--- config.mk ---
export PLATFORM = sky130hd
export DESIGN_NAME = l3_bus_byte_transmitter
export DESIGN_NICKNAME = d
export VERILOG_FILES = /design/src/hw/rtl/l3bt_pkg.sv /design/src/hw/rtl/l3bt_front.sv /design/src/hw/rtl/l3bt_back.sv /design/src/hw/rtl/l3_bus_byte_transmitter.sv
export SDC_FILE = /design/constraint.sdc
export NUM_CORES = 1
export LEC_CHECK = 0
export BUFFER_PORTS_ARGS = -buffer_cell sky130_fd_sc_hd__buf_2
export CORE_AREA = 2 2 76 107
export DETAILED_ROUTE_END_ITERATION = 12
export DIE_AREA = 0 0 78 109
export PLACE_DENSITY = 0.84
export SYNTH_ARGS = -nofsm -noshare
export SYNTH_HDL_FRONTEND = slang
export SYNTH_SLANG_ARGS = --single-unit
--- constraint.sdc ---
create_clock -name clk -period 3.7 [get_ports clk]
set_input_delay 0.185 -clock clk [delete_from_list [all_inputs] [get_ports clk]]
set_output_delay 0.185 -clock clk [all_outputs]
set_load 0.02 [all_outputs]
--- src/hw/rtl/l3bt_pkg.sv ---
`timescale 1ns / 1ps

package l3bt_pkg;

    typedef enum logic [1:0] {
        PH_IDLE,
        PH_SETUP,
        PH_LOW,
        PH_HIGH
    } phase_t;

    // register indexes on the config port
    localparam logic REG_SETUP = 1'b0;
    localparam logic REG_HALF  = 1'b1;

    localparam int         QUEUE_DEPTH   = 2;
    localparam logic [7:0] SETUP_RESET   = 8'd4;
    localparam logic [7:0] HALF_RESET    = 8'd4;
    localparam logic [3:0] BITS_PER_BYTE = 4'd8;

    // one classified item handed from front to back
    typedef struct packed {
        logic       is_start;
        logic       is_address;
        logic [7:0] tx_byte;
    } op_t;

    // result item; mode ends up in the lowest bit
    typedef struct packed {
        logic start_ignored;
        logic busy_res;
        logic l3_data;
        logic l3_clock;
        logic l3_mode;
    } res_t;

    typedef struct packed {
        logic full;
        logic empty;
    } q_status_t;

    function automatic logic [7:0] at_least_one(input logic [7:0] v);
        at_least_one = (v == 8'd0) ? 8'd1 : v;
    endfunction

endpackage

--- src/hw/rtl/l3bt_front.sv ---
`timescale 1ns / 1ps

module l3bt_front #(
    parameter int QDEPTH = l3bt_pkg::QUEUE_DEPTH
) (
    input  logic                clk,
    input  logic                rst_n,
    input  logic                in_valid,
    output logic                in_ready,
    input  logic                in_cmd,
    input  logic                in_is_address,
    input  logic [7:0]          in_tx_byte,
    output logic                op_valid,
    output l3bt_pkg::op_t       op,
    input  logic                op_pop,
    output l3bt_pkg::q_status_t status
);

    localparam int PTR_W = (QDEPTH > 1) ? $clog2(QDEPTH) : 1;
    localparam int CNT_W = $clog2(QDEPTH + 1);
    localparam logic [PTR_W-1:0] LAST_PTR = PTR_W'(QDEPTH - 1);
    localparam logic [CNT_W-1:0] FULL_CNT = CNT_W'(QDEPTH);

    l3bt_pkg::op_t    queue_reg [QDEPTH];
    logic [PTR_W-1:0] wr_ptr_reg, wr_ptr_next;
    logic [PTR_W-1:0] rd_ptr_reg, rd_ptr_next;
    logic [CNT_W-1:0] count_reg, count_next;
    l3bt_pkg::op_t    op_in;
    logic             push;
    logic             pop;

    // a tick with cmd low is a plain tick; byte and flag matter only on a start
    assign op_in.is_start   = in_cmd;
    assign op_in.is_address = in_is_address;
    assign op_in.tx_byte    = in_tx_byte;

    assign status.full  = (count_reg == FULL_CNT);
    assign status.empty = (count_reg == '0);
    assign in_ready     = !status.full;
    assign op_valid     = !status.empty;
    assign op           = queue_reg[rd_ptr_reg];

    assign push = in_valid && in_ready;
    assign pop  = op_pop && op_valid;

    always_comb
    begin
        wr_ptr_next = wr_ptr_reg;
        rd_ptr_next = rd_ptr_reg;
        count_next  = count_reg;
        if (push)
        begin
            wr_ptr_next = (wr_ptr_reg == LAST_PTR) ? '0 : wr_ptr_reg + PTR_W'(1);
        end
        if (pop)
        begin
            rd_ptr_next = (rd_ptr_reg == LAST_PTR) ? '0 : rd_ptr_reg + PTR_W'(1);
        end
        if (push && !pop)
        begin
            count_next = count_reg + CNT_W'(1);
        end
        else if (pop && !push)
        begin
            count_next = count_reg - CNT_W'(1);
        end
    end

    always_ff @(posedge clk or negedge rst_n)
    begin
        if (!rst_n)
        begin
            wr_ptr_reg <= '0;
            rd_ptr_reg <= '0;
            count_reg  <= '0;
        end
        else
        begin
            wr_ptr_reg <= wr_ptr_next;
            rd_ptr_reg <= rd_ptr_next;
            count_reg  <= count_next;
        end
    end

    always_ff @(posedge clk)
    begin
        if (push)
        begin
            queue_reg[wr_ptr_reg] <= op_in;
        end
    end

endmodule

--- src/hw/rtl/l3bt_back.sv ---
`timescale 1ns / 1ps

module l3bt_back (
    input  logic           clk,
    input  logic           rst_n,
    input  logic [7:0]     setup_ticks,
    input  logic [7:0]     half_period_ticks,
    input  logic           op_valid,
    input  l3bt_pkg::op_t  op,
    output logic           op_pop,
    output logic           out_valid,
    input  logic           out_ready,
    output l3bt_pkg::res_t res
);

    l3bt_pkg::phase_t phase_reg, phase_next;
    logic [7:0]       shift_reg, shift_next;
    logic [3:0]       bits_reg, bits_next;
    logic [7:0]       tick_reg, tick_next;
    logic             mode_reg, mode_next;
    logic             out_valid_reg, out_valid_next;
    l3bt_pkg::res_t   res_reg, res_next;
    logic             take;

    // output register frees up when empty or being taken this cycle
    assign take      = op_valid && (!out_valid_reg || out_ready);
    assign op_pop    = take;
    assign out_valid = out_valid_reg;
    assign res       = res_reg;

    always_comb
    begin
        phase_next     = phase_reg;
        shift_next     = shift_reg;
        bits_next      = bits_reg;
        tick_next      = tick_reg;
        mode_next      = mode_reg;
        res_next       = res_reg;
        out_valid_next = out_valid_reg && !out_ready;
        if (take)
        begin
            out_valid_next         = 1'b1;
            res_next.l3_mode       = 1'b1;
            res_next.l3_clock      = 1'b1;
            res_next.l3_data       = 1'b0;
            res_next.busy_res      = 1'b0;
            res_next.start_ignored = 1'b0;

            if (op.is_start)
            begin
                if (phase_reg != l3bt_pkg::PH_IDLE)
                begin
                    res_next.start_ignored = 1'b1;
                end
                else
                begin
                    shift_next = op.tx_byte;
                    bits_next  = l3bt_pkg::BITS_PER_BYTE;
                    mode_next  = !op.is_address;
                    phase_next = l3bt_pkg::PH_SETUP;
                    tick_next  = l3bt_pkg::at_least_one(setup_ticks);
                end
            end

            // the start tick itself is the first setup tick
            if (phase_next != l3bt_pkg::PH_IDLE)
            begin
                res_next.busy_res = 1'b1;
                res_next.l3_mode  = mode_next;
                if (phase_next != l3bt_pkg::PH_SETUP)
                begin
                    res_next.l3_clock = (phase_next == l3bt_pkg::PH_HIGH);
                    res_next.l3_data  = shift_next[0];
                end
                if (tick_next <= 8'd1)
                begin
                    tick_next = 8'd0;
                    case (phase_next)
                        l3bt_pkg::PH_SETUP:
                        begin
                            phase_next = l3bt_pkg::PH_LOW;
                            tick_next  = l3bt_pkg::at_least_one(half_period_ticks);
                        end
                        l3bt_pkg::PH_LOW:
                        begin
                            phase_next = l3bt_pkg::PH_HIGH;
                            tick_next  = l3bt_pkg::at_least_one(half_period_ticks);
                        end
                        l3bt_pkg::PH_HIGH:
                        begin
                            shift_next = {1'b0, shift_next[7:1]};
                            bits_next  = bits_next - 4'd1;
                            if (bits_next == 4'd0)
                            begin
                                phase_next = l3bt_pkg::PH_IDLE;
                                mode_next  = 1'b1;
                            end
                            else
                            begin
                                phase_next = l3bt_pkg::PH_LOW;
                                tick_next  = l3bt_pkg::at_least_one(half_period_ticks);
                            end
                        end
                        default:
                        begin
                            phase_next = l3bt_pkg::PH_IDLE;
                        end
                    endcase
                end
                else
                begin
                    tick_next = tick_next - 8'd1;
                end
            end
        end
    end

    always_ff @(posedge clk or negedge rst_n)
    begin
        if (!rst_n)
        begin
            phase_reg     <= l3bt_pkg::PH_IDLE;
            shift_reg     <= 8'd0;
            bits_reg      <= 4'd0;
            tick_reg      <= 8'd0;
            mode_reg      <= 1'b1;
            out_valid_reg <= 1'b0;
        end
        else
        begin
            phase_reg     <= phase_next;
            shift_reg     <= shift_next;
            bits_reg      <= bits_next;
            tick_reg      <= tick_next;
            mode_reg      <= mode_next;
            out_valid_reg <= out_valid_next;
        end
    end

    always_ff @(posedge clk)
    begin
        res_reg <= res_next;
    end

endmodule

--- src/hw/rtl/l3_bus_byte_transmitter.sv ---
`timescale 1ns / 1ps
// A tick item accepted at s_tdata passes through the front queue and then the output register
// before its line levels show at m_tdata.
// Throughput: one item per clock; the queue and the output register let either side stall.
// Reset (rst_n low, async): no transfer, queue and output empty, result register not reset,
// setup_ticks and half_period_ticks back to 4.
module l3_bus_byte_transmitter #(
    parameter int QDEPTH = l3bt_pkg::QUEUE_DEPTH
) (
    input  logic        clk,
    input  logic        rst_n,
    input  logic        s_tvalid,
    output logic        s_tready,
    input  logic [7:0]  s_tdata,   // [7:0] tx_byte
    input  logic [1:0]  s_tuser,   // [0] cmd, [1] is_address
    output logic        m_tvalid,
    input  logic        m_tready,
    output logic [7:0]  m_tdata,   // [0] l3_mode, [1] l3_clock, [2] l3_data,
                                   // [3] busy_res, [4] start_ignored, [7:5] zero
    input  logic        psel,
    input  logic        penable,
    input  logic        pwrite,
    input  logic [2:0]  paddr,
    input  logic [31:0] pwdata,
    output logic [31:0] prdata,
    output logic        pready
);

    logic [7:0]          setup_reg;
    logic [7:0]          half_reg;
    logic                cfg_write;
    logic                op_valid;
    logic                op_pop;
    l3bt_pkg::op_t       op;
    l3bt_pkg::q_status_t q_status;
    l3bt_pkg::res_t      res;

    assign pready    = 1'b1;
    assign cfg_write = psel && penable && pwrite && pready;

    always_ff @(posedge clk or negedge rst_n)
    begin
        if (!rst_n)
        begin
            setup_reg <= l3bt_pkg::SETUP_RESET;
            half_reg  <= l3bt_pkg::HALF_RESET;
        end
        else if (cfg_write)
        begin
            case (paddr[2])
                l3bt_pkg::REG_SETUP: setup_reg <= pwdata[7:0];
                l3bt_pkg::REG_HALF:  half_reg  <= pwdata[7:0];
                default: ;
            endcase
        end
    end

    always_comb
    begin
        case (paddr[2])
            l3bt_pkg::REG_SETUP: prdata = {24'd0, setup_reg};
            l3bt_pkg::REG_HALF:  prdata = {24'd0, half_reg};
            default:             prdata = 32'd0;
        endcase
    end

    l3bt_front #(
        .QDEPTH(QDEPTH)
    ) u_front (
        .clk          (clk),
        .rst_n        (rst_n),
        .in_valid     (s_tvalid),
        .in_ready     (s_tready),
        .in_cmd       (s_tuser[0]),
        .in_is_address(s_tuser[1]),
        .in_tx_byte   (s_tdata),
        .op_valid     (op_valid),
        .op           (op),
        .op_pop       (op_pop),
        .status       (q_status)
    );

    l3bt_back u_back (
        .clk              (clk),
        .rst_n            (rst_n),
        .setup_ticks      (setup_reg),
        .half_period_ticks(half_reg),
        .op_valid         (op_valid),
        .op               (op),
        .op_pop           (op_pop),
        .out_valid        (m_tvalid),
        .out_ready        (m_tready),
        .res              (res)
    );

    assign m_tdata = {3'b000, res};

    // an idle tick drives idle lines and never flags a dropped start
    a_idle_lines: assert property (@(posedge clk) disable iff (!rst_n)
        m_tvalid && !m_tdata[3] |-> m_tdata[0] && m_tdata[1] && !m_tdata[2] && !m_tdata[4])
        else $error("idle result with non-idle lines");

    a_queue_flags: assert property (@(posedge clk) disable iff (!rst_n)
        !(q_status.full && q_status.empty))
        else $error("queue full and empty at once");

    // queue can only fill on a cycle that took an item
    a_fill_on_push: assert property (@(posedge clk) disable iff (!rst_n)
        $rose(q_status.full) |-> $past(s_tvalid))
        else $error("queue filled without an input item");

    a_pop_nonempty: assert property (@(posedge clk) disable iff (!rst_n)
        op_pop |-> !q_status.empty)
        else $error("pop from empty queue");

endmodule
==> out/results.tsv <==
metric	value	unit
status	finished with violations	
failed_checks	negative hold slack	
crit_start	u_back.phase_reg[1]	
hold_slack	-28.00	ps
antenna_left	0	
rsz0062_at_grt	no	
p_sw	0.9985	mW
rows	38	
seq_power_share	0.448	
dr.pass1.iters	4	
timing.fmax	321.4	MHz
drive_gt1_frac	0.2653	
fin_skew	15.59	ps
synth_common_cells	dfrtp_1, buf_4, nand2_1	
preCtsSetupSlack	611.6	ps
r2r-end	u_back.shift_reg[0]	
critPathMaxFanout	19	
grt_pass1_wl	11.41	mm
synth_top_area_frac	0.2764	
worstPathArrival	3400	ps
nets	428	
synth_cell_type_count	56	
fin_crit_sh	0.8408	
antenna_found_initial	0	
synth_edf_count	25	
synth_top_cell_by_area	dfrtp_1	
numCtsBuffers	9	
ff2ff_path_depth	10	
crit_type	reg2reg	
report.final.slew_viol_count	0	
finalSetupTns	0	ps
hp-class	in2async	
ir_worst_vdd	0.5586	mV
gp_congestion	0.8874	
cts-root-buf	clkbuf_8	
finalHoldViolCount	38	
wl	6.799	mm
syn_area	3712	um2
start_kind	flop	
internal_power	1.718	mW
avgSynthCellArea	11.32	um2
end_kind	flop	
grt_max_degree	45	
core-area	7607	um2
power	2.717	mW
initialDrtViolationCount	157	
ioPinCount	95	
yosys-top-cells-area	dfrtp_1, edfxtp_1, mux2_2	
synth-seq-cells	69	
clock_power_share	0.218	
insertion_delay	360	ps
reg2reg_slack	590	ps
detail_route.wl_per_cell	14.25	um
cts_buffer_depth	2	
drc	0	
power_density	662.2	nW/um2
p_leak	1.719	nW
die_w	78	um
n_antenna_cell	0	
max_cap_violations	0	
die_y	109	um
syn_to_final_growth	10.52	%
cts.sinks	69	
largest_reg_flops	20	
die_area	8502	um2
crit_required	3990	ps
initial_utilization	0.4880	
ys_seq_area_frac	0.4998	
tritoncts	built	
grt_pass1_vias	2485	
grt.total_usage	0.1751	
cts_resized	0	
synthArstFlopShare	0.6377	
fillers	653	
clkSlewWorstSetupHoldPaths	80	ps
reg2reg_from	u_back.phase_reg[1]	
route.vias.total	2589	
grt_overflow	0	
synth_warnings	0	
min_period	3111	ps
combinationalPowerShare	0.334	
worst_slew_pin_slew	953.5	ps
synthFlopType	dfrtp_1	
place_hpwl	4.887	mm
io_buffers	40	
slew-limit-headroom	0.3643	
setup_viol	0	
setup_ws	589.0	ps
vias_per_cell	5.428	
synthCells	328	
final_util	0.5393	
p_sw_frac	0.3675	
cts_max_level	3	
synth.most_common_cell	dfrtp_1	
==> worst max-delay path by stage <==
stage                               end  slack, ps
finish              u_back.shift_reg[0]        590
global route        u_back.shift_reg[0]        300
CTS                 u_back.shift_reg[0]        590
detailed placement  u_back.shift_reg[0]        610
global placement    u_back.shift_reg[0]        730
floorplan            u_back.bits_reg[2]       1090
==> metal layers <==
layer | global-route usage | up-vias | wire [um] | part of all wire
met2 | 0.2943 | 98 | 3428 | 0.50
met1 | 0.1993 | 1234 | 2743 | 0.40
met5 | 0 | - | 0 | 0
li1 | - | 1231 | - | -
met3 | 0.05298 | 26 | 415 | 0.061
met4 | 0.09649 | 0 | 212 | 0.031
==> worst max-delay path, stage by stage, from the launching register on <==
cell,delay [ps]
dfrtp_1,440
or2_2,380
nor2_4,400
a21oi_2,190
inv_1,120
ha_1,240
nor2_1,130
nor3_4,570
o21ai_0,250
nor2b_1,200
a21oi_1,110
==> stage by stage <==
| stage | cell area, um2 | std cells |
|---|---|---|
| CTS | 4103 | 477 |
| floorplan | 3810 | 354 |
| global placement | 3882 | 458 |
| global route | 4103 | 477 |
| detailed placement | 3882 | 458 |
| finish | 4103 | 477 |
==> logic make-up after synthesis <==
kind of cell | share of synthesized area
simple gates | 0.1348
flops | 0.4998
compound gates | 0.1183
buf+inv | 0.08123
mux | 0.1267
xor+xnor | 0.02359
fa+ha+maj | 0.01348
other cells | 0.002023
==> cell usage in the layout (no fill, tap or decap), types with 3 or more instances in the layout <==
cell type / netlist / final
mux2_2: 25 / 25
xnor2_1: 4 / 4
xor2_1: 6 / 6
conb_1: 2 / 28
buf_4: 30 / 4
inv_1: 5 / 5
nor4_1: 3 / 3
a211oi_1: 6 / 6
mux2i_1: 16 / 16
a221o_1: 7 / 7
a21oi_1: 13 / 13
edfxtp_1: 25 / 25
nand3_1: 4 / 4
dlygate4sd3_1: 0 / 3
buf_2: 4 / 40
nor3_1: 8 / 8
o21ai_0: 12 / 12
nor2b_1: 6 / 6
nand2_1: 26 / 26
ha_1: 4 / 4
nand2b_1: 4 / 4
clkbuf_8: 0 / 9
dfrtp_1: 41 / 41
dfstp_2: 3 / 3
o21ai_1: 3 / 3
nor2_1: 24 / 24
==> final cells by class <==
class                      instances  area [um2]  share of cell area
sequential                        69        1856              0.4523
multi-input combinational        240        1653              0.4029
timing repair buffer              47       260.3             0.06343
clock buffer                      10       127.6             0.03111
tap                              100       125.1             0.03050
clock inverter                     6       62.56             0.01525
inverter                           5       18.77            0.004575
==> repair_timing <==
item                                   in CTS  in global routing
hold buffers                                3                  0
endpoints found under the hold margin       6                  0
buffers inserted                            0                  0
==> power by group through the flow <==
stage	Combinational, mW	Sequential (mW)	Clock (mW)
6_report	0.907	1.22	0.592
5_1_grt	1.01	1.24	0.636
4_1_cts	0.910	1.21	0.604
3_5_place_dp	0.908	1.22	0
3_3_place_gp	0.875	1.22	0
2_1_floorplan	0.722	1.19	0
(Power assumes the default switching activity.)
